$ cat config.mk
export PLATFORM = sky130hd
export DESIGN_NAME = gtg_step
export DESIGN_NICKNAME = d
export VERILOG_FILES = /design/src/design/gtg_pkg.sv /design/src/design/gtg_step.sv
export SDC_FILE = /design/constraint.sdc
export NUM_CORES = 1
export LEC_CHECK = 0
export BUFFER_PORTS_ARGS = -buffer_cell sky130_fd_sc_hd__buf_2
export CORE_ASPECT_RATIO = 1.5
export CORE_UTILIZATION = 24
export CTS_CLUSTER_SIZE = 8
export DETAILED_ROUTE_END_ITERATION = 8
export PLACE_DENSITY_LB_ADDON = 0.3
export SYNTH_ARGS = -nofsm -noshare
export SYNTH_HDL_FRONTEND = slang
export SYNTH_SLANG_ARGS = --single-unit
export TNS_END_PERCENT = 30
$ cat constraint.sdc
create_clock -name clock -period 6.52 [get_ports clock]
set_clock_uncertainty 0.15 [all_clocks]
set_input_delay 0.978 -clock clock [delete_from_list [all_inputs] [get_ports clock]]
set_output_delay 0.978 -clock clock [all_outputs]
set_load 0.02 [all_outputs]
$ cat src/design/gtg_pkg.sv
// Shared types, constants and the arctangent table of the go-to-goal controller.
`timescale 1ns / 1ps

package gtg_pkg;

   localparam int POSE_W      = 15;   // pose and goal coordinates, Q4.11
   localparam int HEAD_W      = 16;   // heading, signed Q3.13
   localparam int CFG_W       = 16;   // configuration data width
   localparam int OUT_W       = 16;   // result field width
   localparam int DELTA_W     = 16;   // goal minus pose, signed
   localparam int SQ_W        = 2 * (POSE_W);
   localparam int RAD_W       = 32;   // radicand of the square root
   localparam int ISQRT_STEPS = RAD_W / 2;
   localparam int VEC_SCALE   = 8;    // vector scaled by 256 before rotation
   localparam int VEC_W       = DELTA_W + VEC_SCALE + 3;
   localparam int ANG_W       = 35;   // CORDIC angle, Q.30 radians
   localparam int ANGLE_SHIFT = 17;   // Q.30 down to Q3.13
   localparam int BEARING_W   = ANG_W - ANGLE_SHIFT;
   localparam int CSR_INDEX_W = 3;

   localparam logic signed [ANG_W-1:0] PI_Q30    = 35'sd3373259426;
   localparam logic signed [ANG_W-1:0] ROUND_Q30 = 35'sd65536;

   localparam logic [CSR_INDEX_W-1:0] CSR_GOAL_X       = 3'd0;
   localparam logic [CSR_INDEX_W-1:0] CSR_GOAL_Y       = 3'd1;
   localparam logic [CSR_INDEX_W-1:0] CSR_SPEED_GAIN   = 3'd2;
   localparam logic [CSR_INDEX_W-1:0] CSR_SPEED_LIMIT  = 3'd3;
   localparam logic [CSR_INDEX_W-1:0] CSR_DIST_TOL     = 3'd4;
   localparam logic [CSR_INDEX_W-1:0] CSR_HEAD_TOL     = 3'd5;

   localparam logic [POSE_W-1:0] GOAL_X_RESET      = 15'd2048;
   localparam logic [POSE_W-1:0] GOAL_Y_RESET      = 15'd2048;
   localparam logic [CFG_W-1:0]  SPEED_GAIN_RESET  = 16'd256;
   localparam logic [CFG_W-1:0]  SPEED_LIMIT_RESET = 16'd2048;
   localparam logic [CFG_W-1:0]  DIST_TOL_RESET    = 16'd205;
   localparam logic [CFG_W-1:0]  HEAD_TOL_RESET    = 16'd1638;

   typedef struct packed {
      logic [POSE_W-1:0] goal_x;
      logic [POSE_W-1:0] goal_y;
      logic [CFG_W-1:0]  speed_gain;
      logic [CFG_W-1:0]  speed_limit;
      logic [CFG_W-1:0]  dist_tol;
      logic [CFG_W-1:0]  head_tol;
   } cfg_type;

   // Work carried down the rotation and square-root steps
   typedef struct packed {
      logic signed [VEC_W-1:0]  x;
      logic signed [VEC_W-1:0]  y;
      logic signed [ANG_W-1:0]  z;
      logic [RAD_W-1:0]         rem;
      logic [RAD_W-1:0]         root;
      logic signed [HEAD_W-1:0] hd;
   } stage_type;

   function automatic logic signed [ANG_W-1:0] atan_q30(input int unsigned idx);
      logic signed [ANG_W-1:0] val;
      case (idx)
         0:       val = 35'sd843314857;
         1:       val = 35'sd497837829;
         2:       val = 35'sd263043837;
         3:       val = 35'sd133525159;
         4:       val = 35'sd67021687;
         5:       val = 35'sd33543516;
         6:       val = 35'sd16775851;
         7:       val = 35'sd8388437;
         8:       val = 35'sd4194283;
         9:       val = 35'sd2097149;
         10:      val = 35'sd1048576;
         11:      val = 35'sd524288;
         12:      val = 35'sd262144;
         13:      val = 35'sd131072;
         14:      val = 35'sd65536;
         15:      val = 35'sd32768;
         16:      val = 35'sd16384;
         17:      val = 35'sd8192;
         18:      val = 35'sd4096;
         19:      val = 35'sd2048;
         20:      val = 35'sd1024;
         21:      val = 35'sd512;
         22:      val = 35'sd256;
         23:      val = 35'sd128;
         default: val = '0;
      endcase
      return val;
   endfunction

endpackage

$ cat src/design/gtg_step.sv
// One pipeline step: a CORDIC vectoring rotation and/or one bit of the square root, as its parameters enable.
`timescale 1ns / 1ps

module gtg_step #(
   parameter int STAGE     = 0,
   parameter bit DO_CORDIC = 1'b1,
   parameter bit DO_SQRT   = 1'b1
) (
   input  logic               clock,
   input  logic               reset,
   input  logic               advance,
   input  logic               in_valid,
   input  gtg_pkg::stage_type in_stage,
   output logic               out_valid,
   output gtg_pkg::stage_type out_stage
);

   localparam int VW = gtg_pkg::VEC_W;
   localparam int RW = gtg_pkg::RAD_W;
   localparam logic signed [gtg_pkg::ANG_W-1:0] ATAN = gtg_pkg::atan_q30(STAGE);
   localparam int SQ_SHIFT = DO_SQRT ? (RW - 2 - 2 * STAGE) : 0;
   localparam logic [RW-1:0] SQ_BIT = {{(RW - 1){1'b0}}, 1'b1} << SQ_SHIFT;

   logic               valid_ff;
   gtg_pkg::stage_type stage_ff, stage_in;
   logic signed [VW-1:0] x, y, xs, ys;
   logic [RW-1:0]        trial;

   always_comb begin
      x        = in_stage.x;
      y        = in_stage.y;
      xs       = x >>> STAGE;
      ys       = y >>> STAGE;
      trial    = in_stage.root + SQ_BIT;
      stage_in = in_stage;
      if (DO_CORDIC) begin
         if (y > 0) begin
            stage_in.x = x + ys;
            stage_in.y = y - xs;
            stage_in.z = in_stage.z + ATAN;
         end else begin
            stage_in.x = x - ys;
            stage_in.y = y + xs;
            stage_in.z = in_stage.z - ATAN;
         end
      end
      if (DO_SQRT) begin
         if (in_stage.rem >= trial) begin
            stage_in.rem  = in_stage.rem - trial;
            stage_in.root = (in_stage.root >> 1) + SQ_BIT;
         end else begin
            stage_in.root = in_stage.root >> 1;
         end
      end
   end

   always_ff @(posedge clock) begin
      if (reset) begin
         valid_ff <= 1'b0;
      end else if (advance) begin
         valid_ff <= in_valid;
      end
   end

   always_ff @(posedge clock) begin
      if (advance) begin
         stage_ff <= stage_in;
      end
   end

   assign out_valid = valid_ff;
   assign out_stage = stage_ff;

endmodule

# Word level (Yosys, flattened, before mapping)
# Index checks and enable logic that the tools add are counted.
[word_totals]
output_inout_bits = 170
wordCells = 21
in_bits = 173
reg_bits = 170
[op_classes]
n_mux = 3
order_cmp = 2
add_sub_neg = 8
[ops]
columns = ["op", "count"]
rows = [
  ["2-to-1 mux 89 bit", 1],
  ["subtractor 27 bit", 2],
  ["adder 35 x 31 -> 35 bit, second input constant", 1],
  ["subtractor 35 x 31 -> 35 bit, second input constant", 1],
  ["adder 31 x 31 -> 32 bit, second input constant", 1],
  ["adder 32 x 31 -> 32 bit, second input constant", 1],
  ["greater-or-equal comparator 32 bit", 1],
  ["2-to-1 mux 32 bit", 1],
  ["subtractor 32 bit", 1],
  ["2-to-1 mux 31 bit", 1],
  ["adder 27 bit", 1],
  ["greater-than comparator 27 x 1 -> 1 bit, second input constant", 1],
]

# Depth between registers and ports, before layout
[logic_depth]
ltp_word = 3
depth_mapped = 18
ltp_nobuf = 15

# Worst setup path after synthesis
# OpenSTA, ideal clock, no wires.
[synth_timing]
kind = "input -> register"
start = "in in_stage[115] (netlist name)"
end = "reg stage_ff, in the netlist out_stage[113], data pin"
required_ns = 6.106
setup_ns = 0.264
setup_slack_ns = 1.219
arrival_ns = 4.887
path_buffers = 3
path_stages = 17
path_cell_list = "nor4_1 > nand4_1 > nor2_1 > or2_2 > clkbuf_1 > clkbuf_1 > buf_1 > ha_1 > nor4_1 > nor3_1 > a211oi_2 > nor3_1 > o41a_1 > o21ai_2 > a21oi_1 > a2111oi_2 > xnor2_1"
[synth_rtl]
columns = ["item", "line_no", "source"]
rows = [
  ["from (decl)", "gtg_step.sv:13", "input gtg_pkg::stage_type in_stage,"],
  ["to (signal assigned)", "gtg_step.sv:67", "stage_ff <= stage_in;"],
  ["to (decl)", "gtg_step.sv:25", "gtg_pkg::stage_type stage_ff, stage_in;"],
]

==> impl_metrics.tcl <==
set metrics [dict create \
    period_share_pct 79.8 \
    gp_congestion 0.990 \
    cts_root_buf "clkbuf_16" \
    cts_hold_buf 0 \
    combPwrFrac_pct 36.3 \
    rsz0062_at_grt "false" \
    path_cells "buf_2 > nor4_1 > nand4_1 > nor2_1 > or2_2 > inv_2 > ha_1 > a21o_1 > a21o_1 > a211oi_2 > nor3_1 > o41a_1 > o21ai_2 > a31oi_1 > a311o_1" \
    crit_top_cell "a21o_1" \
    p_clk_share_pct 26.2 \
    design_area_um2 16500 \
    fp.dieW_um 195 \
    setup_tns_ps 0 \
    hold_violations 0 \
    path_class "in -> reg" \
    grt_start_max_net_pins 110 \
    syn_avg_cell_area_um2 9.27 \
    hold_end "out_valid$_SDFFE_PP0P_" \
    cts_made_buffers 17 \
    setup_ws_ps 1320 \
    p_total_uw 3850 \
    seqPwrFrac_pct 37.4 \
    hp-class "reg -> reg" \
    cts.sinks 169 \
    port_buffers 342 \
    status "complete, no violations" \
    synthFlopType "edfxtp_1" \
    critPathLaunchType "primary input" \
    start_util_pct 24.2 \
    path_clk_slew_ps 70 \
    rows 106 \
    synth-async-reset-ratio_pct 0 \
    reg2reg_slack_ps 5790 \
    maxCapViolCount 0 \
    hold_slack_ps 338 \
    route.detailed.wl_per_inst_um 21.6 \
    finalSetupViolCount 0 \
    ys_warn_count 0 \
    grt_pass1_vias 12300 \
    leakagePower_uw 0.00727 \
    synth_cells 1453 \
    cts-resized-gates 0 \
    worst_ir_drop_vdd_mv 0.216 \
    syn_area_um2 13500 \
    netSwitchingPower_uw 1450 \
    fin_nets 2090 \
    place_area_um2 15900 \
    worstPathArrival_ps 5260 \
    io_pins 343 \
    whs_path_depth 2 \
    tritoncts "built" \
    clock_path_buffers 2 \
    cp-end-kind "flop" \
    grtUsageTotal_pct 18.5 \
    h-tree-depth 4 \
    netSwitchingFraction_pct 37.6 \
    worst_pin_slew_ps 960 \
    ys_types 77 \
    hold_start "out_valid$_SDFFE_PP0P_" \
    cp.required_ps 6580 \
    regToRegStartpoint "out_valid$_SDFFE_PP0P_" \
    r2r.worst_path.cells 2 \
    antenna_found_initial 7 \
    routed_wl_um 53600 \
    fmax_mhz 192 \
    grt_overflow 0 \
    r2r_end "out_valid$_SDFFE_PP0P_" \
    synth_seq_cells 169 \
    drc 0 \
    power.internal_uw 2400 \
    p_per_area_nw_per_um2 234 \
    area_delta_synth_final_pct 22.2 \
    drive_gt1_share_pct 22.6 \
    maxSlewViolCount 0 \
    seq_area_frac_synth_pct 37.6 \
    slew_headroom_pct 35.9 \
    via_count 12200 \
    die_height_um 292 \
    syn_nets 1774 \
    cpPeakStageDelay_ps 620 \
    period_needed_ps 5200 \
    synth_edf_count 168 \
    clk_latency_ps 470 \
    detailed_place_hpwl_um 44000 \
    die-area_um2 57100 \
    crit_fanout 18 \
    core_um2 55600 \
    drt_iter0_drc 665 \
    drt-vias-per-instance 4.92 \
    post_cts_buffers 0 \
    ant_nets 0 \
    grt_pass1_wl_um 76700 \
    dpl_worst_slack_ps 702 \
    drt_first_pass_iters 5 \
    slowest_stage "nor4_1" \
]
flip-flops by register name, indices dropped and copies added (netlist names):
register and count:
out_valid 1, out_stage 168
final cells by class:
type | count | area [um^2]
flip-flops and latches | 169 | 5060
diodes | 1 | 2.50
repair buffers | 350 | 1790
inverters | 133 | 499
well taps | 702 | 878
multi-input cells | 1098 | 7670
clock inverters | 14 | 121
fillers | 5932 | 39100
clock buffers | 18 | 429
critical path: cells and delay by family:
family | cells | cell delay (ps)
adder cells (fa/ha/maj) | 1 | 440
AO/OA/AOI/OAI | 7 | 1910
AND/OR/NAND/NOR | 5 | 1480
buffers and inverters | 2 | 430
layout by cell type, fill, tap and decap left out, drive strengths merged, types with 57 or more instances in the layout:
| master | Yosys | routed |
|---|---|---|
| buf | 23 | 350 |
| a21oi | 154 | 154 |
| o21ai | 105 | 105 |
| a21o | 57 | 57 |
| edfxtp | 168 | 168 |
| ha | 143 | 143 |
| nand2 | 90 | 90 |
| inv | 130 | 134 |
| nor2 | 111 | 111 |
| xnor2 | 75 | 75 |
per-layer routing:
layer	GRT usage, %	share of wire, %
met1	17.4	35
met2	36.2	54
met5	0	0.095
met3	3.56	5.5
met4	11.1	5.3
per-stage QoR:
step	std cells	utilization (%)
4_1_cts	2484	29.6
3_3_place_gp	2452	28.6
3_5_place_dp	2452	28.6
5_1_grt	2484	29.6
2_1_floorplan	1453	-
6_report	2485	29.6
worst max path at each step:
stage                  startpoint  depth (start not counted)                        to
floorplan           in_stage[115]                         17  out_stage[113]$_DFFE_PP_
global placement    in_stage[124]                         15  out_stage[111]$_DFFE_PP_
detailed placement  in_stage[124]                         15  out_stage[111]$_DFFE_PP_
CTS                 in_stage[124]                         15  out_stage[111]$_DFFE_PP_
global route        in_stage[124]                         16  out_stage[113]$_DFFE_PP_
finish              in_stage[124]                         15  out_stage[111]$_DFFE_PP_
synth_stat cells, drive strengths merged (11+ instances only):
cell type  count  area [um^2]
edfxtp       168         5040
a21oi        154          771
ha           143         1790
inv          130          488
nor2         111          417
o21ai        105          529
nand2         90          338
xnor2         75          657
a21o          57          428
nor3          33          170
xor2          33          289
clkbuf        30          113
nand3         30          150
buf           23          134
nor2b         23          144
o21bai        22          165
a31oi         21          131
nor4          15         93.8
nand4         13         81.3
o31ai         12         90.1
nand2b        11         68.8
o211ai        11         82.6
power groups by stage:
stage | sequential (uW) | clock, uW | combinational [uW]
finish | 1440 | 1010 | 1400
CTS | 1450 | 1060 | 1410
detailed placement | 1470 | 0 | 1400
global placement | 1470 | 0 | 1400
global route | 1460 | 1080 | 1510
floorplan | 1660 | 0 | 681
cell families (layout without fill, tap and decap cells):
| group | Yosys count | in the layout | share of synthesized area, % |
|---|---|---|---|
| AOI/OAI and AO/OA | 469 | 469 | 22.2 |
| xor gates and xnor gates | 108 | 108 | 7.03 |
| adders and majority gates | 148 | 148 | 14.0 |
| buffers and inverters | 186 | 515 | 5.54 |
| DFF | 169 | 169 | 37.6 |
| muxes | 12 | 12 | 0.911 |
| other | 0 | 1 | 0 |
| and+or+nand+nor | 361 | 361 | 12.6 |
No activity file was read; power rests on OpenSTA's default activity.
