File: config.mk
export PLATFORM = sky130hd
export DESIGN_NAME = gtg_back
export DESIGN_NICKNAME = d
export VERILOG_FILES = /design/src/design/gtg_pkg.sv /design/src/design/gtg_back.sv
export SDC_FILE = /design/constraint.sdc
export NUM_CORES = 1
export LEC_CHECK = 0
export BUFFER_PORTS_ARGS = -buffer_cell sky130_fd_sc_hd__buf_2
export CORE_ASPECT_RATIO = 0.5
export CORE_MARGIN = 5
export CORE_UTILIZATION = 40
export CTS_BUF_LIST = sky130_fd_sc_hd__clkbuf_2
export CTS_CLUSTER_SIZE = 28
export DETAILED_ROUTE_END_ITERATION = 8
export PLACE_DENSITY = 0.71
export SETUP_SLACK_MARGIN = 0.2
export SLEW_MARGIN = 20
export SYNTH_ARGS = -nofsm -noshare
export SYNTH_HDL_FRONTEND = slang
export SYNTH_SLANG_ARGS = --single-unit
File: constraint.sdc
create_clock -name clock -period 17.1 [get_ports clock]
set_input_delay 2.565 -clock clock [delete_from_list [all_inputs] [get_ports clock]]
set_output_delay 2.565 -clock clock [all_outputs]
set_load 0.03 [all_outputs]
File: src/design/gtg_pkg.sv
// Shared types, constants and the arctangent table of the go-to-goal controller.
`timescale 1ns / 1ps

package gtg_pkg;

   localparam int POSE_W      = 15;   // pose and goal coordinates, Q4.11
   localparam int HEAD_W      = 16;   // heading, signed Q3.13
   localparam int CFG_W       = 16;   // configuration data width
   localparam int OUT_W       = 16;   // result field width
   localparam int DELTA_W     = 16;   // goal minus pose, signed
   localparam int SQ_W        = 2 * (POSE_W);
   localparam int RAD_W       = 32;   // radicand of the square root
   localparam int ISQRT_STEPS = RAD_W / 2;
   localparam int VEC_SCALE   = 8;    // vector scaled by 256 before rotation
   localparam int VEC_W       = DELTA_W + VEC_SCALE + 3;
   localparam int ANG_W       = 35;   // CORDIC angle, Q.30 radians
   localparam int ANGLE_SHIFT = 17;   // Q.30 down to Q3.13
   localparam int BEARING_W   = ANG_W - ANGLE_SHIFT;
   localparam int CSR_INDEX_W = 3;

   localparam logic signed [ANG_W-1:0] PI_Q30    = 35'sd3373259426;
   localparam logic signed [ANG_W-1:0] ROUND_Q30 = 35'sd65536;

   localparam logic [CSR_INDEX_W-1:0] CSR_GOAL_X       = 3'd0;
   localparam logic [CSR_INDEX_W-1:0] CSR_GOAL_Y       = 3'd1;
   localparam logic [CSR_INDEX_W-1:0] CSR_SPEED_GAIN   = 3'd2;
   localparam logic [CSR_INDEX_W-1:0] CSR_SPEED_LIMIT  = 3'd3;
   localparam logic [CSR_INDEX_W-1:0] CSR_DIST_TOL     = 3'd4;
   localparam logic [CSR_INDEX_W-1:0] CSR_HEAD_TOL     = 3'd5;

   localparam logic [POSE_W-1:0] GOAL_X_RESET      = 15'd2048;
   localparam logic [POSE_W-1:0] GOAL_Y_RESET      = 15'd2048;
   localparam logic [CFG_W-1:0]  SPEED_GAIN_RESET  = 16'd256;
   localparam logic [CFG_W-1:0]  SPEED_LIMIT_RESET = 16'd2048;
   localparam logic [CFG_W-1:0]  DIST_TOL_RESET    = 16'd205;
   localparam logic [CFG_W-1:0]  HEAD_TOL_RESET    = 16'd1638;

   typedef struct packed {
      logic [POSE_W-1:0] goal_x;
      logic [POSE_W-1:0] goal_y;
      logic [CFG_W-1:0]  speed_gain;
      logic [CFG_W-1:0]  speed_limit;
      logic [CFG_W-1:0]  dist_tol;
      logic [CFG_W-1:0]  head_tol;
   } cfg_type;

   // Work carried down the rotation and square-root steps
   typedef struct packed {
      logic signed [VEC_W-1:0]  x;
      logic signed [VEC_W-1:0]  y;
      logic signed [ANG_W-1:0]  z;
      logic [RAD_W-1:0]         rem;
      logic [RAD_W-1:0]         root;
      logic signed [HEAD_W-1:0] hd;
   } stage_type;

   function automatic logic signed [ANG_W-1:0] atan_q30(input int unsigned idx);
      logic signed [ANG_W-1:0] val;
      case (idx)
         0:       val = 35'sd843314857;
         1:       val = 35'sd497837829;
         2:       val = 35'sd263043837;
         3:       val = 35'sd133525159;
         4:       val = 35'sd67021687;
         5:       val = 35'sd33543516;
         6:       val = 35'sd16775851;
         7:       val = 35'sd8388437;
         8:       val = 35'sd4194283;
         9:       val = 35'sd2097149;
         10:      val = 35'sd1048576;
         11:      val = 35'sd524288;
         12:      val = 35'sd262144;
         13:      val = 35'sd131072;
         14:      val = 35'sd65536;
         15:      val = 35'sd32768;
         16:      val = 35'sd16384;
         17:      val = 35'sd8192;
         18:      val = 35'sd4096;
         19:      val = 35'sd2048;
         20:      val = 35'sd1024;
         21:      val = 35'sd512;
         22:      val = 35'sd256;
         23:      val = 35'sd128;
         default: val = '0;
      endcase
      return val;
   endfunction

endpackage

File: src/design/gtg_back.sv
// Back stages: heading error, distance saturation, speed product and command select.
`timescale 1ns / 1ps

module gtg_back #(
   parameter int POSITION_WIDTH = 16
) (
   input  logic                      clock,
   input  logic                      reset,
   input  logic                      advance,
   input  logic                      in_valid,
   input  gtg_pkg::stage_type        in_stage,
   input  gtg_pkg::cfg_type          cfg,
   output logic                      out_valid,
   output logic [gtg_pkg::OUT_W-1:0] linear_speed,
   output logic [gtg_pkg::OUT_W-1:0] turn_rate
);

   localparam int BW     = gtg_pkg::BEARING_W;
   localparam int RW     = gtg_pkg::RAD_W;
   localparam int OW     = gtg_pkg::OUT_W;
   localparam int PROD_W = gtg_pkg::CFG_W + POSITION_WIDTH;
   localparam logic [RW-1:0] DIST_MAX = RW'((64'd1 << POSITION_WIDTH) - 64'd1);

   // stage D: error magnitude and distance
   logic                      d_valid_ff;
   logic [BW-1:0]             d_mag_ff, d_mag_in;
   logic [POSITION_WIDTH-1:0] d_dist_ff, d_dist_in;
   logic                      d_far_ff, d_far_in;
   logic signed [gtg_pkg::ANG_W-1:0] z_round;
   logic signed [BW-1:0]      bearing, err;

   // stage E: turn decision and speed product
   logic                      e_valid_ff;
   logic [BW-1:0]             e_mag_ff;
   logic                      e_far_ff;
   logic                      e_turn_ff, e_turn_in;
   logic [PROD_W-1:0]         e_prod_ff, e_prod_in;

   // stage F: output register
   logic                      f_valid_ff;
   logic [OW-1:0]             f_speed_ff, f_speed_in;
   logic [OW-1:0]             f_turn_ff, f_turn_in;
   logic [PROD_W-9:0]         speed_full;

   always_comb begin
      z_round   = in_stage.z + gtg_pkg::ROUND_Q30;
      bearing   = z_round[gtg_pkg::ANG_W-1:gtg_pkg::ANGLE_SHIFT];
      err       = bearing - BW'(in_stage.hd);
      d_mag_in  = err[BW-1] ? BW'(-err) : BW'(err);
      d_dist_in = (in_stage.root > DIST_MAX) ? {POSITION_WIDTH{1'b1}}
                                             : in_stage.root[POSITION_WIDTH-1:0];
      d_far_in  = RW'(d_dist_in) > RW'(cfg.dist_tol);
   end

   always_comb begin
      e_turn_in = d_mag_ff > BW'(cfg.head_tol);
      e_prod_in = PROD_W'(cfg.speed_gain) * PROD_W'(d_dist_ff);
   end

   always_comb begin
      speed_full = e_prod_ff[PROD_W-1:8];
      f_speed_in = '0;
      f_turn_in  = '0;
      if (e_far_ff) begin
         if (e_turn_ff) begin
            f_turn_in = e_mag_ff[OW-1:0];
         end else if (PROD_W'(speed_full) > PROD_W'(cfg.speed_limit)) begin
            f_speed_in = cfg.speed_limit;
         end else begin
            f_speed_in = speed_full[OW-1:0];
         end
      end
   end

   always_ff @(posedge clock) begin
      if (reset) begin
         d_valid_ff <= 1'b0;
         e_valid_ff <= 1'b0;
         f_valid_ff <= 1'b0;
      end else if (advance) begin
         d_valid_ff <= in_valid;
         e_valid_ff <= d_valid_ff;
         f_valid_ff <= e_valid_ff;
      end
   end

   always_ff @(posedge clock) begin
      if (advance) begin
         d_mag_ff   <= d_mag_in;
         d_dist_ff  <= d_dist_in;
         d_far_ff   <= d_far_in;
         e_mag_ff   <= d_mag_ff;
         e_far_ff   <= d_far_ff;
         e_turn_ff  <= e_turn_in;
         e_prod_ff  <= e_prod_in;
         f_speed_ff <= f_speed_in;
         f_turn_ff  <= f_turn_in;
      end
   end

   assign out_valid    = f_valid_ff;
   assign linear_speed = f_speed_ff;
   assign turn_rate    = f_turn_ff;

endmodule

After elaboration in Yosys (flattened, before gate mapping). Index checks and enable logic that the tools add are counted.

Order comparisons: 4. Bitwise logic cells: 1. Reduce and logical (&&, ||, !) cells: 2. $mul: 1. Muxes and demuxes: 3. $add $sub $neg: 3.

Operators by type and width (count): 35-bit by 18-bit adder with 35-bit output, second input constant (1); 32-bit by 16-bit > comparator with 1-bit output, second input constant (1); 16-bit by 16-bit multiplier with 32-bit output (1); 16-bit two-way mux (2); 24-bit by 16-bit > comparator with 1-bit output (1); 18-bit by 16-bit > comparator with 1-bit output (1); 18-bit negation (1); 18-bit by 16-bit subtractor with 18-bit output (1); 17-bit two-way mux (1); 16-bit > comparator (1); 2-bit AND reduction (1); 2-bit OR reduction (1); 1-bit inverter (1).

Output and inout port bits: 33. Input port bits: 267. Bits in registers: 120. Logic and storage cells: 27.

Logic depth before layout (Yosys ltp).
Depth in word-level cells: 4. Gate-level depth with buffers: 24. Depth with buffers taken out: 23.

Worst setup path before layout. Ideal clock, no wire load.

Path kind: input-to-reg. Start point: in cfg[53] (netlist bit). End point: reg e_prod_ff[31] (data pin). Path buffers: 1. Required time: 16840 ps. Path slack: 9004 ps. Setup time: 260 ps. Stages: 22. Arrival: 7836 ps. Cell sequence: clkbuf_1 nand2_1 fa_1 inv_1 fa_1 inv_1 fa_1 inv_1 fa_1 fa_1 inv_1 fa_1 inv_1 ha_1 and4_1 nand3_1 o211a_1 o21a_1 o21a_1 o21ai_0 a31oi_1 xnor2_1.

Cells in the longest elaborated chain, start to end: 1.

Ends and longest elaborated chain: from (decl) (RTL line gtg_back.sv:12) `input gtg_pkg::cfg_type cfg,`; 16-bit by 16-bit multiplier with 32-bit output (RTL line gtg_back.sv:57) `e_prod_in = PROD_W'(cfg.speed_gain) * PROD_W'(d_dist_ff);`; via e_prod_in[31] (RTL line gtg_back.sv:37) `logic [PROD_W-1:0] e_prod_ff, e_prod_in;`; to (signal assigned) (RTL line gtg_back.sv:95) `e_prod_ff <= e_prod_in;`; to (decl) (RTL line gtg_back.sv:37).

The timed path passes the listed nets, and every way through them passes these cells. A chain may end at the register's enable or synchronous reset.

Final worst setup path.
Start point: in cfg[53] (netlist bit). End point: reg e_prod_ff[23] (data pin).

The elaborated chain is that of the path after synthesis.

==> impl_metrics.ini <==
[status]
status = finished clean

[floorplan]
dieArea_sq_um = 41200
rows = 49
die-height_um = 146
initial_core_util_pct = 40.8
ios = 300
core-area_sq_um = 36200
die_w_um = 282

[layout]
final_cell_mix = 315 x inv_1, 194 x fa_1, 168 x ha_1
layout-drive-gt1-share_pct = 12.9
nets = 2294
postLayoutCoreUtil_pct = 44.9
area_growth_pct = 9.88
layout_commonest_cell = inv_1

[global_route]
track_usage_pct = 16.3
antenna_found_initial = 2
gr-usage-met3_pct = 2.17
overflow = 0
grt_pass1_wl_um = 54800
grt.busiest_layer = met2
grtUsageMet1_pct = 22.1
met2_usage_pct = 28.1
grt_max_degree = 87
grt_pass1_vias = 10991

[yosys]
ys.warnings.count = 0
syn-num-nets = 2154
avgSynthCellArea_sq_um = 9.70
seq_area_frac_synth_pct = 22.5
synth_async_sr_flop_share_pct = 0
netlist_instances = 1525
synth_ff_type = edfxtp_1
netlist_area_sq_um = 14800
synth-edff-count = 109
ys_types = 63
ys_seq_elements = 112

[clocking]
ctsHoldBuffers = 0
cts_resized = 0
cts-htree-levels = 3
clock_latency_ps = 770
path_clk_slew_ps = 330
cts_sinks = 112
cts-root-buf = clkbuf_2
cts_tree = done
cts_buffers = 9
clockBufferDepth = 2
cts_setup_buffers = 0

[sta]
finClkSkew_ps = 59.6
period_needed_ps = 8040
setup_viol_count_final = 0
fin_setup_tns_ps = 0
final-hold-violation-count = 0
fmax_mhz = 124
timing.final.crit_share_pct = 47.0
finalMaxSlewViolations = 0
slew_headroom_pct = 27.1
rsz0062_at_grt = false
tightest_slew_ps = 1090
finalWorstSetupSlack_ps = 9060

[worst_setup_path]
cp-end-kind = flop
crit_family = adder cells
cp_cell_sequence = buf_2 > nand2_1 > fa_1 > inv_1 > fa_1 > inv_1 > fa_1 > inv_1 > fa_1 > fa_1 > inv_1 > fa_1 > inv_1 > ha_1 > and4_1 > nand3_1 > o211a_1 > o21a_1 > nor2_1 > a31o_2 > a21oi_1 > xnor2_1
cp_common_cell = fa_1
worstSetupPathType = in -> reg
arrival_ps = 8580
crit_fanout = 16
slowest_delay_ps = 570
cp-start-kind = input pin
cp_data_required_time_ps = 17640
crit_slowest_cell = fa_1
cp_num_buf_inv = 6

[pwr]
peakVddDrop_v = 0.000149
leakagePower_nw = 7.99
powerDensity_nw_per_um2 = 160

[route]
drt-initial-drc-count = 490
vias = 10688
routedWlPerCell_um = 15.4
via_per_inst = 4.95
drtAntennaViolNets = 0
routed_wl_um = 33200
drt-pass1-iter-count = 5
drc = 0

[placed_design]
dp.final_hpwl_um = 26500
place_ws_ps = 8340
numPortBuffers = 167
gp_congestion = 0.842

[flow_run]
drv_cap = 0

[hold_path]
hp-class = reg -> reg
[per-layer routing]
metal,routed length (um),part of all wire [%]
met1,14600,44
met2,16400,49
met3,1590,4.8
met4,549,1.7
met5,0,0
[final cells by class]
type / count / area (sq um)
Antenna cell: 4 / 10.0
Clock buffer: 9 / 45.0
Clock inverter: 7 / 113
Fill cell: 3389 / 20000
Inverter: 315 / 1180
Multi-Input combinational cell: 1059 / 10100
Sequential cell: 112 / 3330
Tap cell: 484 / 606
Timing Repair Buffer: 168 / 846
[flip-flops by register name (all words and copies together) (netlist names)]
name / cells
d_dist_ff: 16
d_far_ff: 1
d_mag_ff: 18
d_valid_ff: 1
e_far_ff: 1
e_mag_ff: 16
e_prod_ff: 24
e_turn_ff: 1
e_valid_ff: 1
linear_speed: 16
out_valid: 1
turn_rate: 16
[Yosys cell counts (19+ instances only)]
cell type    n  area (sq um)
mux2i_1     20           200
xor2_1      20           175
inv_1      315          1180
nor2_1      53           199
a21o_1      20           150
and2_1     124           776
fa_1       194          3880
and3_1      26           163
ha_1       168          2100
o21ai_0     25           125
nand2_1    162           608
a21oi_1     39           195
nand3_1     20           100
edfxtp_1   109          3270
or2_2       19           119
clkbuf_1    37           139
xnor2_1     44           385
[metrics by stage]
stage                     instance area, sq um  total power, mW  hold slack (ps)  instances
after global routing                     16300             2.91              476       2158
after CTS                                16300             2.63              467       2154
after detailed placement                 16100             2.47              405       2138
after floorplan                          14800             1.98              400       1525
final                                    16300             2.60              462       2158
after global placement                   16100             2.43              401       2138
[worst reg2reg max path, cell delays in order, from the launching register on]
cell,delay [ps]
edfxtp_1,910
nand2_1,170
fa_1,570
inv_1,50
fa_1,490
inv_1,50
fa_1,480
inv_1,60
fa_1,520
fa_1,560
inv_1,60
fa_1,540
inv_1,40
ha_1,310
and4_1,240
nand3_1,150
o211a_1,300
o21a_1,240
nor2_1,310
a31o_2,230
a21oi_1,80
xnor2_1,290
[cells by family after synthesis]
group / count (synthesis) / synth area share, %
AO/OA/AOI/OAI: 146 / 6.75
XOR/XNOR: 65 / 3.90
adder cells (fa/ha/maj): 362 / 40.4
buffers and inverters: 354 / 9.05
flip-flops: 112 / 22.5
multiplexers: 20 / 1.35
AND/OR/NAND/NOR: 466 / 16.0
[power by group]
| group | total (mW) | switching [mW] | internal [mW] |
|---|---|---|---|
| sequential | 0.518 | 0.0447 | 0.473 |
| clock | 0.146 | 0.114 | 0.0311 |
| combinational | 1.93 | 1.10 | 0.834 |
| total | 2.60 | 1.26 | 1.34 |
[worst paths after layout]
path                           from                      end  slack, ps  cells past startpoint
max                         cfg[53]  e_prod_ff[23]$_DFFE_PP_       9060                     22
min              d_far_ff$_DFFE_PP_       e_far_ff$_DFFE_PP_        460                      0
max reg2reg  d_dist_ff[9]$_DFFE_PP_  e_prod_ff[23]$_DFFE_PP_      10250                     21
min reg2reg      d_far_ff$_DFFE_PP_       e_far_ff$_DFFE_PP_        460                      0
Power figures use the tool's default switching activity.
