[src/design/gtg_pkg.sv]
// Shared types, constants and the arctangent table of the go-to-goal controller.
`timescale 1ns / 1ps

package gtg_pkg;

   localparam int POSE_W      = 15;   // pose and goal coordinates, Q4.11
   localparam int HEAD_W      = 16;   // heading, signed Q3.13
   localparam int CFG_W       = 16;   // configuration data width
   localparam int OUT_W       = 16;   // result field width
   localparam int DELTA_W     = 16;   // goal minus pose, signed
   localparam int SQ_W        = 2 * (POSE_W);
   localparam int RAD_W       = 32;   // radicand of the square root
   localparam int ISQRT_STEPS = RAD_W / 2;
   localparam int VEC_SCALE   = 8;    // vector scaled by 256 before rotation
   localparam int VEC_W       = DELTA_W + VEC_SCALE + 3;
   localparam int ANG_W       = 35;   // CORDIC angle, Q.30 radians
   localparam int ANGLE_SHIFT = 17;   // Q.30 down to Q3.13
   localparam int BEARING_W   = ANG_W - ANGLE_SHIFT;
   localparam int CSR_INDEX_W = 3;

   localparam logic signed [ANG_W-1:0] PI_Q30    = 35'sd3373259426;
   localparam logic signed [ANG_W-1:0] ROUND_Q30 = 35'sd65536;

   localparam logic [CSR_INDEX_W-1:0] CSR_GOAL_X       = 3'd0;
   localparam logic [CSR_INDEX_W-1:0] CSR_GOAL_Y       = 3'd1;
   localparam logic [CSR_INDEX_W-1:0] CSR_SPEED_GAIN   = 3'd2;
   localparam logic [CSR_INDEX_W-1:0] CSR_SPEED_LIMIT  = 3'd3;
   localparam logic [CSR_INDEX_W-1:0] CSR_DIST_TOL     = 3'd4;
   localparam logic [CSR_INDEX_W-1:0] CSR_HEAD_TOL     = 3'd5;

   localparam logic [POSE_W-1:0] GOAL_X_RESET      = 15'd2048;
   localparam logic [POSE_W-1:0] GOAL_Y_RESET      = 15'd2048;
   localparam logic [CFG_W-1:0]  SPEED_GAIN_RESET  = 16'd256;
   localparam logic [CFG_W-1:0]  SPEED_LIMIT_RESET = 16'd2048;
   localparam logic [CFG_W-1:0]  DIST_TOL_RESET    = 16'd205;
   localparam logic [CFG_W-1:0]  HEAD_TOL_RESET    = 16'd1638;

   typedef struct packed {
      logic [POSE_W-1:0] goal_x;
      logic [POSE_W-1:0] goal_y;
      logic [CFG_W-1:0]  speed_gain;
      logic [CFG_W-1:0]  speed_limit;
      logic [CFG_W-1:0]  dist_tol;
      logic [CFG_W-1:0]  head_tol;
   } cfg_type;

   // Work carried down the rotation and square-root steps
   typedef struct packed {
      logic signed [VEC_W-1:0]  x;
      logic signed [VEC_W-1:0]  y;
      logic signed [ANG_W-1:0]  z;
      logic [RAD_W-1:0]         rem;
      logic [RAD_W-1:0]         root;
      logic signed [HEAD_W-1:0] hd;
   } stage_type;

   function automatic logic signed [ANG_W-1:0] atan_q30(input int unsigned idx);
      logic signed [ANG_W-1:0] val;
      case (idx)
         0:       val = 35'sd843314857;
         1:       val = 35'sd497837829;
         2:       val = 35'sd263043837;
         3:       val = 35'sd133525159;
         4:       val = 35'sd67021687;
         5:       val = 35'sd33543516;
         6:       val = 35'sd16775851;
         7:       val = 35'sd8388437;
         8:       val = 35'sd4194283;
         9:       val = 35'sd2097149;
         10:      val = 35'sd1048576;
         11:      val = 35'sd524288;
         12:      val = 35'sd262144;
         13:      val = 35'sd131072;
         14:      val = 35'sd65536;
         15:      val = 35'sd32768;
         16:      val = 35'sd16384;
         17:      val = 35'sd8192;
         18:      val = 35'sd4096;
         19:      val = 35'sd2048;
         20:      val = 35'sd1024;
         21:      val = 35'sd512;
         22:      val = 35'sd256;
         23:      val = 35'sd128;
         default: val = '0;
      endcase
      return val;
   endfunction

endpackage

[src/design/gtg_front.sv]
// Front stages: offset to goal, squares and radicand, CORDIC pre-rotation.
`timescale 1ns / 1ps

module gtg_front (
   input  logic                              clock,
   input  logic                              reset,
   input  logic                              advance,
   input  logic                              in_valid,
   input  logic [gtg_pkg::POSE_W-1:0]        pose_x,
   input  logic [gtg_pkg::POSE_W-1:0]        pose_y,
   input  logic signed [gtg_pkg::HEAD_W-1:0] heading,
   input  gtg_pkg::cfg_type                  cfg,
   output logic                              out_valid,
   output gtg_pkg::stage_type                out_stage
);

   localparam int DW = gtg_pkg::DELTA_W;
   localparam int PW = gtg_pkg::POSE_W;
   localparam int SW = gtg_pkg::SQ_W;
   localparam int VW = gtg_pkg::VEC_W;

   // stage A: offsets
   logic                              a_valid_ff;
   logic signed [DW-1:0]              a_dx_ff, a_dx_in;
   logic signed [DW-1:0]              a_dy_ff, a_dy_in;
   logic signed [gtg_pkg::HEAD_W-1:0] a_hd_ff;

   // stage B: squares
   logic                              b_valid_ff;
   logic signed [DW-1:0]              b_dx_ff, b_dy_ff;
   logic signed [gtg_pkg::HEAD_W-1:0] b_hd_ff;
   logic [SW-1:0]                     b_sqx_ff, b_sqx_in;
   logic [SW-1:0]                     b_sqy_ff, b_sqy_in;
   logic [PW-1:0]                     abs_dx, abs_dy;

   // stage C: radicand and pre-rotated vector
   logic                              c_valid_ff;
   gtg_pkg::stage_type                c_stage_ff, c_stage_in;
   logic signed [VW-1:0]              vx, vy;

   assign a_dx_in = DW'({1'b0, cfg.goal_x}) - DW'({1'b0, pose_x});
   assign a_dy_in = DW'({1'b0, cfg.goal_y}) - DW'({1'b0, pose_y});

   always_comb begin
      abs_dx   = a_dx_ff[DW-1] ? PW'(-a_dx_ff) : a_dx_ff[PW-1:0];
      abs_dy   = a_dy_ff[DW-1] ? PW'(-a_dy_ff) : a_dy_ff[PW-1:0];
      b_sqx_in = SW'(abs_dx) * SW'(abs_dx);
      b_sqy_in = SW'(abs_dy) * SW'(abs_dy);
   end

   always_comb begin
      vx = {{(VW - DW - gtg_pkg::VEC_SCALE){b_dx_ff[DW-1]}}, b_dx_ff,
            {gtg_pkg::VEC_SCALE{1'b0}}};
      vy = {{(VW - DW - gtg_pkg::VEC_SCALE){b_dy_ff[DW-1]}}, b_dy_ff,
            {gtg_pkg::VEC_SCALE{1'b0}}};
      c_stage_in.rem  = gtg_pkg::RAD_W'(b_sqx_ff) + gtg_pkg::RAD_W'(b_sqy_ff);
      c_stage_in.root = '0;
      c_stage_in.hd   = b_hd_ff;
      // fold a vector in the left half plane over, starting from plus or minus pi
      if (b_dx_ff[DW-1]) begin
         c_stage_in.x = -vx;
         c_stage_in.y = -vy;
         c_stage_in.z = b_dy_ff[DW-1] ? -gtg_pkg::PI_Q30 : gtg_pkg::PI_Q30;
      end else begin
         c_stage_in.x = vx;
         c_stage_in.y = vy;
         c_stage_in.z = '0;
      end
   end

   always_ff @(posedge clock) begin
      if (reset) begin
         a_valid_ff <= 1'b0;
         b_valid_ff <= 1'b0;
         c_valid_ff <= 1'b0;
      end else if (advance) begin
         a_valid_ff <= in_valid;
         b_valid_ff <= a_valid_ff;
         c_valid_ff <= b_valid_ff;
      end
   end

   always_ff @(posedge clock) begin
      if (advance) begin
         a_dx_ff    <= a_dx_in;
         a_dy_ff    <= a_dy_in;
         a_hd_ff    <= heading;
         b_dx_ff    <= a_dx_ff;
         b_dy_ff    <= a_dy_ff;
         b_hd_ff    <= a_hd_ff;
         b_sqx_ff   <= b_sqx_in;
         b_sqy_ff   <= b_sqy_in;
         c_stage_ff <= c_stage_in;
      end
   end

   assign out_valid = c_valid_ff;
   assign out_stage = c_stage_ff;

endmodule

[config.mk]
export PLATFORM = sky130hd
export DESIGN_NAME = gtg_front
export DESIGN_NICKNAME = d
export VERILOG_FILES = /design/src/design/gtg_pkg.sv /design/src/design/gtg_front.sv
export SDC_FILE = /design/constraint.sdc
export NUM_CORES = 1
export LEC_CHECK = 0
export ABC_AREA = 1
export BUFFER_PORTS_ARGS = -buffer_cell sky130_fd_sc_hd__buf_2
export CAP_MARGIN = 20
export CORE_ASPECT_RATIO = 0.7
export CORE_MARGIN = 2
export CORE_UTILIZATION = 35
export CTS_BUF_LIST = sky130_fd_sc_hd__clkbuf_4
export DETAILED_ROUTE_END_ITERATION = 8
export GPL_TIMING_DRIVEN = 0
export PLACE_DENSITY = 0.61
export SYNTH_ARGS = -nofsm -noshare
export SYNTH_HDL_FRONTEND = slang
export SYNTH_SLANG_ARGS = --single-unit
[constraint.sdc]
create_clock -name clock -period 19.7 [get_ports clock]
set_input_delay 1.97 -clock clock [delete_from_list [all_inputs] [get_ports clock]]
set_output_delay 1.97 -clock clock [all_outputs]
set_load 0.005 [all_outputs]
; Word-level counts from Yosys, hierarchy flattened
; Index checks and enable logic that the tools add are counted.
[word_totals]
romBits = 0
input_bits = 144
word_cells = 31
latchBits = 0
n_memories = 0
ramBits = 0
out_inout_bits = 170
register_bits = 296
[op_classes]
n_bitwise = 0
order_cmp = 0
mux = 4
n_eq_ne = 0
n_addsub = 7
reduce_logical = 0
div = 0
mul = 2
shifts = 0
[ops]
columns = cell, count
row1 = 85-bit 2-to-1 mux, 1
row2 = 15-bit by 15-bit multiplier with 30-bit output, 2
row3 = 24-bit negation with 27-bit output, 2
row4 = 35-bit 2-to-1 mux, 1
row5 = 15-bit by 15-bit subtractor with 16-bit output, 2
row6 = 30-bit by 30-bit adder with 31-bit output, 1
row7 = 15-bit 2-to-1 mux, 2
row8 = 15-bit negation, 2

; Depth between registers and ports, before layout
; Gate-level depths: netlist (run 1).
[depth]
depth_word = 3
depth_mapped = 34
ltp_nobuf = 33

; Worst setup path after synthesis (run 1)
; OpenSTA, ideal clock, no wires.
[synth_path]
path_kind = register -> register
start = register a_dx_ff[0]
end = register b_sqx_ff[25] (data pin)
arrival_time_ns = 6.190
n_path_buf = 1
setup_slack_ns = 13.257
path_stages_with_launch = 31
setup_ns = 0.252
synth_period_minus_slack_ns = 6.443
t_required_ns = 19.448
cell_sequence = edfxtp_1 inv_2 clkbuf_1 ha_1 nand3_1 o21bai_2 o21ai_0 nand2_1 nand2_2 inv_1 nor2_1 fa_1 inv_1 fa_1 inv_1 fa_1 fa_1 fa_1 inv_1 fa_1 inv_1 ha_1 nand2_1 nor2_1 nand3_1 nand3_1 nand2_1 nand2_1 nand2_1 nand3_1 nand2_1
[synth_between]
elab_chain_len = 3
[synth_rtl]
columns = item, line
row1 = "start, declared", gtg_front.sv:24  ; logic signed [DW-1:0] a_dx_ff, a_dx_in;
row2 = "start signal, assigned", gtg_front.sv:85  ; a_dx_ff <= a_dx_in;
row3 = 15-bit negation, gtg_front.sv:45  ; abs_dx = a_dx_ff[DW-1] ? PW'(-a_dx_ff) : a_dx_ff[PW-1:0];
row4 = 15-bit 2-to-1 mux *, gtg_front.sv:45
row5 = 15-bit by 15-bit multiplier with 30-bit output *, gtg_front.sv:47  ; b_sqx_in = SW'(abs_dx) * SW'(abs_dx);
row6 = net b_sqx_in[25], gtg_front.sv:32  ; logic [SW-1:0] b_sqx_ff, b_sqx_in;
row7 = "end signal, assigned", gtg_front.sv:91  ; b_sqx_ff <= b_sqx_in;
row8 = "end, declared", gtg_front.sv:32
; Mark *: on every way through the listed nets, which the timed path passes. The rest lies on a longest branch.
; A chain may end at the register's enable or synchronous reset.

; Final worst setup path (run 1)
; Same ends and word-level chain as after synthesis.

==> results of run 1 <==
[cell families (layout without fill, tap and decap cells)]
family | count (synthesis) | after routing | synth area share (%)
other cells | 1 | 54 | 0.0146
buf+inv | 750 | 1055 | 12.3
fa+ha+maj | 516 | 516 | 33.3
xor+xnor | 125 | 125 | 4.69
simple gates | 954 | 954 | 15.5
flops | 243 | 243 | 28.4
compound gates | 260 | 260 | 5.76
[sequential cells by signal, summed over array words and instances (netlist names)]
name / cells
a_hd_ff: 16
b_dy_ff: 16
a_dx_ff: 16
out_stage: 88
b_sqy_ff: 28
out_valid: 1
a_dy_ff: 16
b_hd_ff: 16
a_valid_ff: 1
b_sqx_ff: 28
b_dx_ff: 16
b_valid_ff: 1
[metrics by stage]
| stage | hold slack, ns | setup slack [ns] |
|---|---|---|
| after floorplan | 0.400 | 13.26 |
| after global placement | 0.401 | 11.74 |
| after detailed placement | 0.405 | 11.72 |
| after CTS | 0.414 | 11.78 |
| after global routing | 0.429 | 11.20 |
| final | 0.416 | 11.48 |
[worst reg2reg max path, delay by kind of cell (launching register included)]
| family | cells | cell delay [ns] |
|---|---|---|
| adders and majority gates | 8 | 3.70 |
| DFF | 1 | 0.61 |
| AOI/OAI and AO/OA | 2 | 0.40 |
| xor gates and xnor gates | 1 | 0.56 |
| buffers and inverters | 8 | 1.54 |
| and+or+nand+nor | 10 | 1.21 |
[cell type report]
type,count,area (sq um)
Sequential cell,243,7270
Fill cell,7364,43200
Timing Repair Buffer,201,1060
Inverter,649,2440
Clock buffer,83,623
Clock inverter,21,133
Buffer,101,722
Tap cell,966,1210
Multi-Input combinational cell,1908,15400
Antenna cell,1,2.50
[worst max path at each step]
stage	from	end	slack, ns	cells after the start
CTS	a_dx_ff[0]	b_sqx_ff[25]	11.78	29
detailed placement	a_dx_ff[0]	b_sqx_ff[25]	11.72	28
floorplan	a_dx_ff[0]	b_sqx_ff[25]	13.26	30
finish	a_dx_ff[0]	b_sqx_ff[25]	11.48	29
global placement	a_dx_ff[0]	b_sqx_ff[29]	11.74	28
global route	a_dx_ff[0]	b_sqx_ff[25]	11.20	28
[per-layer routing]
metal  global-route usage, %  up-vias  wire length, um
met4                    3.11        0              712
met3                    4.31       48             5610
met1                    27.1     8941            32200
met5                       0        -                0
li1                        -     9452                -
met2                    23.5      643            24500
[cells in the final DEF, fill, tap and decap left out, types with 4 or more instances in the layout]
master and instances:
sky130_fd_sc_hd__o21a_1 7, sky130_fd_sc_hd__a21oi_1 127, sky130_fd_sc_hd__ha_1 241, sky130_fd_sc_hd__nand2_4 6
sky130_fd_sc_hd__o21bai_1 19, sky130_fd_sc_hd__buf_2 202, sky130_fd_sc_hd__nor4_1 7, sky130_fd_sc_hd__nand3b_1 6
sky130_fd_sc_hd__xor2_1 89, sky130_fd_sc_hd__o211ai_1 6, sky130_fd_sc_hd__buf_4 90, sky130_fd_sc_hd__fa_1 275
sky130_fd_sc_hd__clkinv_1 16, sky130_fd_sc_hd__clkinv_2 4, sky130_fd_sc_hd__nor2_2 8, sky130_fd_sc_hd__nor3_1 32
sky130_fd_sc_hd__nand3_1 98, sky130_fd_sc_hd__nor2_1 239, sky130_fd_sc_hd__inv_1 630, sky130_fd_sc_hd__o21ai_0 65
sky130_fd_sc_hd__xnor2_1 28, sky130_fd_sc_hd__conb_1 53, sky130_fd_sc_hd__inv_2 15, sky130_fd_sc_hd__edfxtp_1 240
sky130_fd_sc_hd__a21o_1 15, sky130_fd_sc_hd__clkbuf_4 83, sky130_fd_sc_hd__o21ai_1 5, sky130_fd_sc_hd__a31oi_1 6
sky130_fd_sc_hd__nand2_2 11, sky130_fd_sc_hd__nand4_1 27, sky130_fd_sc_hd__xor2_4 4, sky130_fd_sc_hd__nand2_1 512
sky130_fd_sc_hd__clkbuf_1 6
==> impl_metrics.toml, run 1 <==
[setup_path]
crit_path_arrival_time_ns = 8.83
cp_common_cell = "sky130_fd_sc_hd__nand2_1"
critical_path.slowest_cell = "sky130_fd_sc_hd__edfxtp_1"
critPathTopFamily = "adder cells"
cpPeakStageDelay_ns = 0.61
r2r_cells = 29
path_max_fanout = 11
cp_num_buf_inv = 8
setup.reg_to_reg.worst_slack_ns = 11.48
setup.worst_path.end_class = "flop"
worst_ep_required_time_ns = 20.31
setup.worst_path.class = "flop to flop"
critical_path.startpoint_type = "flop"
timing.rr.end = "b_sqx_ff[25]"
rr_startpoint = "a_dx_ff[0]"

[route]
drt.antenna.violating_nets = 0
drt-initial-drc-count = 1504
firstDrtPassIters = 5
routed_wire_length_per_instance_um = 15.1
viasPerCell = 4.57
route.detailed.drc = 0
detailroute.via_count = 19100
detail_route.wirelength_mm = 63.1

[cts]
cts_num_sinks = 243
tritoncts = "done"
clk-insertion-delay-late_ns = 0.86
cts_buffers = 60
clk_root_buffer_cell = "sky130_fd_sc_hd__clkbuf_4"
clkSlewWorstSetupHoldPaths_ns = 0.07
holdBufCountCts = 0
htreeDepth = 2
post_cts.resized_instances = 0
count_of_buffers_added_by_post_cts_timing_repair_for_setup = 0
clock_tree.buffer_depth = 3

[yosys]
synth_area_leader_cell = "sky130_fd_sc_hd__edfxtp_1"
ys_async_rst_share_pct = 0
post_synth_most_frequent_cells = "sky130_fd_sc_hd__inv_1 (630), sky130_fd_sc_hd__nand2_1 (512), sky130_fd_sc_hd__fa_1 (275)"
avgSynthCellArea_sq_um = 8.99
synth.top_cell.area_share_pct = 28.1
synthCells = 2849
sequential_element_share_of_the_synthesized_area_pct = 28.4
synth_most_common_cell = "sky130_fd_sc_hd__inv_1"
synth_enable_flop_cells = 240
synth-seq-cells = 243
flip_flop_cell_with_the_highest_count_after_synthesis = "sky130_fd_sc_hd__edfxtp_1"
count_of_different_cell_masters_after_synthesis = 48
ys_warn_count = 0
synth_top_cells_by_area = "sky130_fd_sc_hd__edfxtp_1 (28%), sky130_fd_sc_hd__fa_1 (22%), sky130_fd_sc_hd__ha_1 (12%)"
netlist_area_sq_um = 25600

[global_routing]
grt_overflow = 0
grt.total_usage_pct = 17.2
maximum_number_of_pins_on_one_net_before_global_route_repair = 105
via_count_of_the_first_global_routing_pass = 18800
grt_pass1_wl_mm = 102
antenna_found_initial = 1

[run]
drv_cap = 0

[placed_design]
post-dp-hpwl_mm = 52.8
place.detailed.instances = 4068
dpl_cell_area_sq_um = 28100
placement.io_buffers = 199
gp_congestion = 0.927

[die]
floorplan.initialDensity_pct = 35.5
fp.dieW_um = 327
floorplan.die_area_sq_um = 75400
core_area_sq_um = 72000
rows = 82
die-height_um = 230
io-pin-count = 314

[final_layout]
nets = 3824
layoutNonFillerInstCount = 4173
layout.core_utilization_pct = 40.0
flow.area_growth_from_synthesis_pct = 12.6
postLayoutCellArea_sq_um = 28800
layout-drive-gt1-share_pct = 13.8

[worst_hold_path]
hold_path.startpoint = "b_hd_ff[6]"
hold_class = "flop to flop"
hold_depth = 0
min_delay_worst_endpoint = "out_stage[6]"

[sta]
post-route-period-util_pct = 41.7
slew-limit-headroom_pct = 38.7
setup_viol = 0
setup_tns_ns = 0
slew_viol_final = 0
max_clock_freq_ghz = 0.122
period_needed_ns = 8.22
final_hold_viol_count = 0
worst-slew-pin-transition_ns = 0.919
grt_setup_unrepaired = "no"
fin_worst_skew_ns = 0.0861

[status]
status = "complete, no violations"
Power of run 1 is left out: the tool's default activity adds up to more than one toggle a clock period on the data nets, which glitch-free logic cannot reach.
==> inputs of run 2 (changes only) <==
--- a/config.mk
+++ b/config.mk
@@ -14,7 +14,7 @@
 export CTS_BUF_LIST = sky130_fd_sc_hd__clkbuf_4
 export DETAILED_ROUTE_END_ITERATION = 8
 export GPL_TIMING_DRIVEN = 0
-export PLACE_DENSITY = 0.61
+export PLACE_DENSITY = 0.63
 export SYNTH_ARGS = -nofsm -noshare
 export SYNTH_HDL_FRONTEND = slang
 export SYNTH_SLANG_ARGS = --single-unit
==> constraint.sdc (replaced) <==
create_clock -name clock -period 7.2 [get_ports clock]
set_input_delay 0.72 -clock clock [delete_from_list [all_inputs] [get_ports clock]]
set_output_delay 0.72 -clock clock [all_outputs]
set_load 0.005 [all_outputs]
==> run 2 against run 1 <==
Worst setup slack got worse by 11 ns. Routed wire length rose by 0.91%. Hold slack got worse by 0.30 ns. Highest routed layer unchanged.
==> impl_metrics.toml, run 2 (same netlist as run 1, synthesis figures left out) <==
[final_layout]
layoutNonFillerInstCount = 4212
final_cell_mix = "sky130_fd_sc_hd__inv_1 (625), sky130_fd_sc_hd__nand2_1 (508), sky130_fd_sc_hd__fa_1 (274), sky130_fd_sc_hd__edfxtp_1 (240), sky130_fd_sc_hd__ha_1 (236)"
final_common_cell = "sky130_fd_sc_hd__inv_1"
layout-drive-gt1-share_pct = 15.9
largest_reg_flops = 88
nets = 3855
flow.area_growth_from_synthesis_pct = 14.5

[placed_design]
gp_congestion = 0.940
dp_worst_setup_slack_ns = -0.887
place.detailed.instances = 4068
post-dp-hpwl_mm = 52.7
placement.io_buffers = 199

[die]
floorplan.initialDensity_pct = 35.5
fp.dieW_um = 327
rows = 82
io-pin-count = 314
core_area_sq_um = 72000
die-height_um = 230
floorplan.die_area_sq_um = 75400

[sta]
worst-slew-pin-transition_ns = 0.963
setup_tns_ns = 0
fin_worst_skew_ns = 0.0991
slew-limit-headroom_pct = 35.8
slew_viol_final = 0
period_needed_ns = 6.84
max_clock_freq_ghz = 0.146
post-route-period-util_pct = 95.0
final_hold_viol_count = 0
setup_viol = 0
final.setup.worst_slack_ns = 0.364

[route]
route.detailed.drc = 0
viasPerCell = 4.60
detail_route.wirelength_mm = 63.6
routed_wire_length_per_instance_um = 15.1
drt.antenna.violating_nets = 0
firstDrtPassIters = 6
detailroute.via_count = 19400
drt-initial-drc-count = 1417

[setup_path]
path_max_fanout = 9
timing.critical_path.to = "b_sqx_ff[29]"
setup.worst_path.class = "flop to flop"
worst_ep_required_time_ns = 7.73
setup.worst_path.end_class = "flop"
timing.critical_path.from = "a_dx_ff[0]"
timing.rr.end = "b_sqx_ff[29]"
setup.reg_to_reg.worst_slack_ns = 0.36
crit_path_arrival_time_ns = 7.36
rr_startpoint = "a_dx_ff[0]"
r2r_cells = 27
critical_path.startpoint_type = "flop"

[cts]
clk_root_buffer_cell = "sky130_fd_sc_hd__clkbuf_4"
clkSlewWorstSetupHoldPaths_ns = 0.07
tritoncts = "done"
clock_tree.buffer_depth = 3
clk-insertion-delay-late_ns = 0.84
htreeDepth = 3
cts_buffers = 67
cts_num_sinks = 243

[run]
drv_cap = 0

[global_routing]
via_count_of_the_first_global_routing_pass = 19000
maximum_number_of_pins_on_one_net_before_global_route_repair = 101
grt_pass1_wl_mm = 103
antenna_found_initial = 3
grt_overflow = 0
grt.total_usage_pct = 17.2

[status]
status = "complete, no violations"

[worst_hold_path]
hold_class = "primary input to flop"
## run 2: cell count changes in the layout (fill, tap and decap cells not counted), sizes merged
cell,delta
buf,+24
clkinv,+5
clkinvlp,+4
clkbuf,+3
dlygate4sd3,+2
bufinv,+1
## run 2: cell type report
type / count / area, sq um
fill: 7221 / 42700
multi-input combinational: 1908 / 15500
sequential: 243 / 7270
inverter: 649 / 2460
timing repair buffer: 225 / 1250
tap: 966 / 1210
buffer: 101 / 742
clock buffer: 88 / 661
clock inverter: 31 / 194
antenna: 1 / 2.50
## run 2: worst min-delay path by stage
stage,slack (ns),cells past startpoint,endpoint,startpoint
after floorplan,0.40,0,b_hd_ff[0],a_hd_ff[0]
after global placement,0.40,0,b_hd_ff[9],a_hd_ff[9]
after detailed placement,0.40,0,out_stage[9],b_hd_ff[9]
after CTS,0.03,1,a_hd_ff[4],heading[4]
after global routing,0.05,1,a_hd_ff[4],heading[4]
final,0.12,1,a_hd_ff[4],heading[4]
## run 2: layer usage
metal  global-route usage (%)  part of all wire (%)
met5                        0                     0
met4                     3.81                   1.4
met3                     3.47                   8.0
met2                     23.8                    39
met1                     27.2                    51
## run 2: critical path, stage by stage (launching register included)
cell and delay [ns]:
sky130_fd_sc_hd__edfxtp_1 0.48, sky130_fd_sc_hd__inv_2 0.14, sky130_fd_sc_hd__buf_4 0.12, sky130_fd_sc_hd__nand4_2 0.17, sky130_fd_sc_hd__nand2_4 0.16, sky130_fd_sc_hd__xor2_4 0.37, sky130_fd_sc_hd__inv_1 0.34, sky130_fd_sc_hd__nor2_1 0.27
sky130_fd_sc_hd__inv_1 0.09, sky130_fd_sc_hd__fa_1 0.47, sky130_fd_sc_hd__fa_1 0.49, sky130_fd_sc_hd__inv_1 0.05, sky130_fd_sc_hd__fa_1 0.48, sky130_fd_sc_hd__fa_1 0.51, sky130_fd_sc_hd__fa_1 0.51, sky130_fd_sc_hd__inv_1 0.05
sky130_fd_sc_hd__fa_1 0.49, sky130_fd_sc_hd__inv_1 0.05, sky130_fd_sc_hd__ha_2 0.38, sky130_fd_sc_hd__nand2_2 0.11, sky130_fd_sc_hd__nor2_2 0.16, sky130_fd_sc_hd__nand3_1 0.11, sky130_fd_sc_hd__nand3_2 0.14, sky130_fd_sc_hd__nand2_1 0.10
sky130_fd_sc_hd__inv_1 0.06, sky130_fd_sc_hd__nor2_1 0.04, sky130_fd_sc_hd__nand3_1 0.07, sky130_fd_sc_hd__nand2_1 0.11
## run 2: what timing repair did
| action | in CTS | in global routing |
|---|---|---|
| setup buffers | 3 | 19 |
| endpoints found under the hold margin | 2 | 0 |
| pin swaps | 1 | 8 |
| setup endpoints to repair | 39 | 36 |
| hold buffers | 2 | 0 |
| resized for setup | 13 | 48 |
| cloned | 0 | 0 |
## run 2: metrics by stage
step / area (sq um) / hold slack [ns] / utilization, %
final: 29300 / 0.119 / 40.7
after global routing: 29300 / 0.0458 / 40.7
after CTS: 29000 / 0.0318 / 40.3
after detailed placement: 28100 / 0.405 / 39.0
after global placement: 28000 / 0.400 / 38.9
after floorplan: 25800 / 0.400 / -
Power of run 2 is left out for the same reason.
==> inputs of run 3 (changes only) <==
--- a/config.mk
+++ b/config.mk
@@ -14,7 +14,6 @@
 export CTS_BUF_LIST = sky130_fd_sc_hd__clkbuf_4
 export DETAILED_ROUTE_END_ITERATION = 8
 export GPL_TIMING_DRIVEN = 0
-export PLACE_DENSITY = 0.63
 export SYNTH_ARGS = -nofsm -noshare
 export SYNTH_HDL_FRONTEND = slang
 export SYNTH_SLANG_ARGS = --single-unit
==> run 3 against run 2 <==
Hold slack better by 0.0049 ns. Register-to-register slack hardly changed. Final cell count is 0.43% lower. Design area is 0.49% lower. First-iteration DRC count is 1.2% lower. Critical path depth is 1 higher. Clock-buffer cell count is 10 lower. Critical path type unchanged. Critical endpoint unchanged.
==> impl_metrics.toml, run 3 (same netlist as run 1, synthesis figures left out) <==
[setup_path]
critical_path.slowest_cell = "sky130_fd_sc_hd__fa_1"
critical_path.startpoint_type = "flop"
crit_path_arrival_time_ns = 7.40
cp_common_cell = "sky130_fd_sc_hd__fa_1"
setup.worst_path.class = "flop to flop"
worst_ep_required_time_ns = 7.75
cpPeakStageDelay_ns = 0.57
setup.worst_path.end_class = "flop"
path_max_fanout = 11
r2r_cells = 28

[die]
core_area_sq_um = 72000
io-pin-count = 314
die-height_um = 230
floorplan.initialDensity_pct = 35.5
fp.dieW_um = 327
rows = 82
floorplan.die_area_sq_um = 75400

[sta]
slew_viol_final = 0
final_hold_viol_count = 0
setup_viol = 0
max_clock_freq_ghz = 0.146
final.setup.worst_slack_ns = 0.352
post-route-period-util_pct = 95.1
worst-slew-pin-transition_ns = 0.963
fin_worst_skew_ns = 0.0757
grt_setup_unrepaired = "yes"
period_needed_ns = 6.85
slew-limit-headroom_pct = 35.8

[global_routing]
antenna_found_initial = 2
grt_use_met1_pct = 27.4
grt_pass1_wl_mm = 102
maximum_number_of_pins_on_one_net_before_global_route_repair = 100
grt.total_usage_pct = 17.1
global_route.usage.met2_pct = 23.6
use_met3_pct = 3.23
grt_overflow = 0
grt-busiest-layer = "met1"
via_count_of_the_first_global_routing_pass = 18900

[placed_design]
placement.io_buffers = 199
dp_worst_setup_slack_ns = -0.807
gp_congestion = 0.920
post-dp-hpwl_mm = 53.0
dpl_cell_area_sq_um = 28100

[route]
route.detailed.drc = 0
drt.antenna.violating_nets = 0
firstDrtPassIters = 6
routed_wire_length_per_instance_um = 15.2
detail_route.wirelength_mm = 63.8
drt-initial-drc-count = 1400
viasPerCell = 4.60
detailroute.via_count = 19300

[cts]
clk-insertion-delay-late_ns = 0.83
clkSlewWorstSetupHoldPaths_ns = 0.07
clk_root_buffer_cell = "sky130_fd_sc_hd__clkbuf_4"
tritoncts = "done"
cts_num_sinks = 243
htreeDepth = 2
cts_buffers = 61
clock_tree.buffer_depth = 3

[final_layout]
largest_reg_flops = 88
final_common_cell = "sky130_fd_sc_hd__inv_1"
final_cell_mix = "sky130_fd_sc_hd__inv_1 (626), sky130_fd_sc_hd__nand2_1 (507), sky130_fd_sc_hd__fa_1 (275), sky130_fd_sc_hd__edfxtp_1 (240), sky130_fd_sc_hd__ha_1 (237)"
nFillCells = 7283
flow.area_growth_from_synthesis_pct = 13.9
layout-drive-gt1-share_pct = 15.3
nets = 3843
postLayoutCellArea_sq_um = 29200

[run]
drv_cap = 0

[worst_hold_path]
hold_depth = 1
hold_class = "primary input to flop"

[status]
status = "complete, no violations"
[run 3: critical path, delay by kind of cell, from the launching register on]
kind,cells,cell delay [ns]
DFF,1,0.48
buffers and inverters,7,0.80
adders and majority gates,8,3.69
and+or+nand+nor,11,1.30
AOI/OAI and AO/OA,2,0.36
[run 3: layer usage]
layer | part of all wire (%) | routed length [um]
met4 | 1.3 | 835
met1 | 51 | 32700
met3 | 8.4 | 5350
met2 | 39 | 24900
met5 | 0 | 0
[run 3: stage by stage]
step / instances / setup TNS [ns] / utilization (%) / hold WS, ns
6_report: 4194 / 0 / 40.5 / 0.124
5_1_grt: 4194 / -0.0578 / 40.5 / 0.0514
4_1_cts: 4176 / 0 / 40.1 / 0.0403
3_5_place_dp: 4068 / -15.81 / 39.0 / 0.405
3_3_place_gp: 4066 / -13.87 / 38.9 / 0.400
2_1_floorplan: 2901 / 0 / - / 0.400
[run 3: worst paths after layout]
check	end	startpoint	slack, ns
worst min-delay path	a_hd_ff[2]	heading[2]	0.12
worst max-delay path	b_sqx_ff[29]	a_dx_ff[0]	0.35
worst max register to register	b_sqx_ff[29]	a_dx_ff[0]	0.35
worst min register to register	out_stage[11]	b_hd_ff[11]	0.41
[run 3: timing repair]
item	CTS	global route
pin swaps	0	4
resized for setup	7	47
buffers inserted	1	17
hold buffers	0	0
setup endpoints to repair	38	37
[run 3: layout make-up]
class / instances / area [sq um] / area share [%]
multi-input cells: 1908 / 15500 / 53.1
flip-flops and latches: 243 / 7270 / 24.9
inverters: 649 / 2460 / 8.43
well taps: 966 / 1210 / 4.14
repair buffers: 219 / 1200 / 4.10
plain buffers: 101 / 742 / 2.54
clock buffers: 78 / 586 / 2.01
clock inverters: 29 / 214 / 0.734
diodes: 1 / 2.50 / 0.00858
Power of run 3 is left out for the same reason.
